**src/hdl/rss_div.sv**
```systemverilog
module rss_div #(
  parameter int unsigned DIVIDEND_W = 38,
  parameter int unsigned DIVISOR_W  = 32
) (
  input  logic                  clk_i,
  input  logic                  rst_ni,
  input  logic                  start_i,
  input  logic [DIVIDEND_W-1:0] dividend_i,
  input  logic [DIVISOR_W-1:0]  divisor_i,
  output logic                  busy_o,
  output logic [DIVIDEND_W-1:0] quotient_o
);
  localparam int unsigned CNT_W = $clog2(DIVIDEND_W + 1);

  logic                  busy_q;
  logic [CNT_W-1:0]      cnt_q;
  logic [DIVIDEND_W-1:0] dq_q;
  logic [DIVISOR_W-1:0]  rem_q;
  logic [DIVISOR_W-1:0]  dvs_q;
  logic [DIVISOR_W:0]    rem_sh;
  logic [DIVISOR_W:0]    diff;
  logic                  take;

  // one quotient bit per cycle, restoring
  assign rem_sh = {rem_q, dq_q[DIVIDEND_W-1]};
  assign diff   = rem_sh - {1'b0, dvs_q};
  assign take   = ~diff[DIVISOR_W];

  always_ff @(posedge clk_i or negedge rst_ni) begin
    if (!rst_ni) begin
      busy_q <= 1'b0;
      cnt_q  <= '0;
    end else if (start_i) begin
      busy_q <= 1'b1;
      cnt_q  <= CNT_W'(DIVIDEND_W);
    end else if (busy_q) begin
      cnt_q <= cnt_q - CNT_W'(1);
      if (cnt_q == CNT_W'(1)) begin
        busy_q <= 1'b0;
      end
    end
  end

  always_ff @(posedge clk_i) begin
    if (start_i) begin
      dq_q  <= dividend_i;
      rem_q <= '0;
      dvs_q <= divisor_i;
    end else if (busy_q) begin
      rem_q <= take ? diff[DIVISOR_W-1:0] : rem_sh[DIVISOR_W-1:0];
      dq_q  <= {dq_q[DIVIDEND_W-2:0], take};
    end
  end

  assign busy_o     = busy_q;
  assign quotient_o = dq_q;

endmodule

```
**config.mk**
```make
export PLATFORM = sky130hd
export DESIGN_NAME = rss_div
export DESIGN_NICKNAME = d
export VERILOG_FILES = /design/src/hdl/rss_div.sv
export SDC_FILE = /design/constraint.sdc
export NUM_CORES = 1
export LEC_CHECK = 0
export BUFFER_PORTS_ARGS = -buffer_cell sky130_fd_sc_hd__buf_2
export CORE_UTILIZATION = 29
export DETAILED_ROUTE_END_ITERATION = 10
export PLACE_DENSITY = 0.53
export SYNTH_ARGS = -nofsm -noshare
export SYNTH_HDL_FRONTEND = slang
export SYNTH_SLANG_ARGS = --single-unit
```
**constraint.sdc**
```tcl
create_clock -name clk_i -period 8.55 [get_ports clk_i]
set_clock_uncertainty 0.1 [all_clocks]
set_input_delay 1.71 -clock clk_i [delete_from_list [all_inputs] [get_ports clk_i]]
set_output_delay 1.71 -clock clk_i [all_outputs]
set_load 0.01 [all_outputs]
```
==> impl_metrics.toml <==
[run_status]
outcome = "finished clean"

[sta]
fin_setup_tns_ns = 0
achievable-frequency_mhz = 275
tightestPinTransition_ns = 0.709
final_critical_path_setup_slack_ns = 4.91
finalHoldViolations = 0
setup_repair_after_global_routing_missed_its_margin = "no"
finalSetupViolations = 0
layout_min_cycle_time_ns = 3.64
final.period_utilization_pct = 42.6
slew_headroom_pct = 52.4
final.hold.worst_slack_ns = 0.375
timing_max_transition_violations_final = 0

[routing]
drc = 0
route.vias.total = 4612
route.final.wire_length_um = 14000
drt_pass1_iterations = 4
vias_per_cell = 4.75
detail-route-antenna-nets = 0
first_iter_violations = 258
average_wire_per_cell_in_the_routed_design_um = 14.5

[pwr]
p_leak_nw = 3.29
total_power_mw = 1.23
pwr_density_cell_nw_per_um2 = 167
irDropWorstVdd_mv = 0.0958

[global_route]
grt_first_pass_wirelength_um = 23500
grt.total_usage_pct = 13.5
grt_start_max_net_pins = 52
grt_antenna_before_repair = 0
first_global_vias = 4690
overflow = 0

[setup_path]
ff2ff_setup_slack_ns = 4.91
worst_setup_path_start_kind = "flop"
worst_ep_arrival_time_ns = 3.76
r2r-end = "rem_q[27]$_SDFFE_PP0P_"
cp-endpoint = "rem_q[27]$_SDFFE_PP0P_"
timing.critical_path.from = "quotient_o[37]$_DFFE_PP_"
critical_path_peak_fanout = 23
timing.rr.start = "quotient_o[37]$_DFFE_PP_"
end_kind = "flop"
criticalPathCategory = "reg -> reg"
worst-endpoint-required_ns = 8.67
worstRegToRegCells = 13

[layout]
final_net_count = 799
drive_gt1_share_pct = 25.7
num_antenna_cells = 0
fillers = 2189
multiInputGateArea_um2 = 3010
seqCellArea_um2 = 2920
fin_util_pct = 34.9
flow.area_growth_from_synthesis_pct = 17.6

[synth]
synthFlopType = "sky130_fd_sc_hd__edfxtp_1"
count_leader_synth = "sky130_fd_sc_hd__edfxtp_1"
synth_async_sr_flop_share_pct = 6.42
netlist_top_cells_area = "sky130_fd_sc_hd__edfxtp_1 34%, sky130_fd_sc_hd__dfxtp_1 10%, sky130_fd_sc_hd__ha_1 6.8%"
yosysTopAreaCell = "sky130_fd_sc_hd__edfxtp_1"
synth.yosys.seq_area_share_pct = 46.7
synth.ff_latch_count = 109
ys_warn_count = 0
synth.avg_cell_area_um2 = 10.5
synth_enable_flop_cells = 70
synthesis.nets = 702
yosys.cell_types.count = 58
synth_commonest_cells = "70 x sky130_fd_sc_hd__edfxtp_1, 48 x sky130_fd_sc_hd__nor2_1, 42 x sky130_fd_sc_hd__inv_1"
post-synth-top-area-fraction_pct = 33.6
synth_cells = 594
post_synth_instance_area_um2 = 6250

[floorplanning]
pin_count = 112
die_w_um = 149
floorplan.core_area_um2 = 21100
initial_core_util_pct = 29.6
placement_rows = 53
design.die.area_um2 = 22100
die-height_um = 149

[cts]
clk-insertion-delay-late_ns = 0.37
cts_made_buffers = 9
clkTransAtPathRegs_ns = 0.08
clkSinkCount = 109
tritoncts = "done"
hold_buffers = 0
cts_max_level = 3
clock-root-buffer = "sky130_fd_sc_hd__clkbuf_16"
cts_setup_buffers = 0
cts.repair.resized = 0
clock_path_buffers = 2

[placement]
place_ws_ns = 4.82
place.gp.congestion = 0.793
detailed_place_hpwl_um = 10200
numPortBuffers = 111

[min_path]
min_path_type = "reg -> reg"

[job]
max_cap_viol_count = 0
-- per-stage QoR --
stage          cells  cell area, um^2
2_1_floorplan    594             6250
6_report         971             7350
5_1_grt          971             7350
3_5_place_dp     955             7020
4_1_cts          971             7350
3_3_place_gp     955             7020
-- metal layers --
layer	vias up	wire, um	track usage (%)
li1	2362	-	-
met1	2133	6820	17.5
met2	105	6190	21.4
met3	12	829	3.79
met4	0	198	4.59
met5	-	0	0
-- logic make-up (layout without fill, tap and decap cells) --
logic type / after synthesis / after routing / share of synthesized area [%]
flops: 109 / 109 / 46.7
compound gates: 134 / 134 / 13.9
fa+ha+maj: 35 / 35 / 7.13
simple gates: 145 / 145 / 11.2
xor+xnor: 34 / 34 / 4.76
buf+inv: 72 / 174 / 5.22
mux: 65 / 65 / 11.2
-- report_power, final --
| part | total [mW] | internal [mW] | switching [mW] | leakage (nW) |
|---|---|---|---|---|
| Combinational | 0.153 | 0.0721 | 0.0808 | 2.07 |
| Sequential | 0.615 | 0.598 | 0.0171 | 1.05 |
| Clock | 0.463 | 0.240 | 0.223 | 0.162 |
| Total | 1.23 | 0.910 | 0.321 | 3.29 |
-- state kept, by name (all words and copies together) (netlist names) --
register    cells
quotient_o     38
rem_q          32
cnt_q           6
dvs_q          32
busy_o          1
-- critical path: stages, from the launching register on --
cell,delay [ns]
sky130_fd_sc_hd__edfxtp_1,0.35
sky130_fd_sc_hd__inv_1,0.05
sky130_fd_sc_hd__ha_1,0.21
sky130_fd_sc_hd__fa_1,0.40
sky130_fd_sc_hd__nand2b_1,0.18
sky130_fd_sc_hd__a21o_1,0.19
sky130_fd_sc_hd__a31o_2,0.25
sky130_fd_sc_hd__o21a_1,0.22
sky130_fd_sc_hd__nor3_2,0.26
sky130_fd_sc_hd__o211ai_1,0.17
sky130_fd_sc_hd__nand3_2,0.32
sky130_fd_sc_hd__buf_4,0.43
sky130_fd_sc_hd__mux2i_1,0.25
sky130_fd_sc_hd__a211oi_1,0.10
-- how the worst min path moves through the flow --
stage / startpoint / depth (start not counted) / to / slack [ns]
floorplan: rem_q[26]$_SDFFE_PP0P_ / 2 / rem_q[26]$_SDFFE_PP0P_ / 0.35
global placement: rem_q[15]$_SDFFE_PP0P_ / 2 / rem_q[15]$_SDFFE_PP0P_ / 0.37
detailed placement: rem_q[14]$_SDFFE_PP0P_ / 2 / rem_q[14]$_SDFFE_PP0P_ / 0.37
CTS: rem_q[14]$_SDFFE_PP0P_ / 2 / rem_q[14]$_SDFFE_PP0P_ / 0.38
global route: rem_q[28]$_SDFFE_PP0P_ / 2 / rem_q[28]$_SDFFE_PP0P_ / 0.41
finish: rem_q[14]$_SDFFE_PP0P_ / 2 / rem_q[14]$_SDFFE_PP0P_ / 0.38
-- cells in the final DEF, fill, tap and decap left out, drive strengths merged, types with 4 or more instances in the layout --
cell / instances
a211oi: 21
a21o: 12
a21oi: 35
a31oi: 4
and3: 4
buf: 115
clkbuf: 9
dfrtp: 7
dfxtp: 32
edfxtp: 70
ha: 34
inv: 46
mux2: 38
mux2i: 27
nand2: 35
nand2b: 14
nand3: 12
nand4: 12
nor2: 48
nor3: 6
o211ai: 4
o21a: 4
o21ai: 33
xnor2: 20
xor2: 14
-- final cells by class --
cell class / count / area share (%)
Clock buffer: 9 / 3.06
Clock inverter: 7 / 1.50
Inverter: 43 / 2.20
Multi-Input combinational cell: 413 / 40.9
Sequential cell: 109 / 39.7
Tap cell: 275 / 4.68
Timing Repair Buffer: 115 / 8.00
Power figures use the tool's default switching activity.
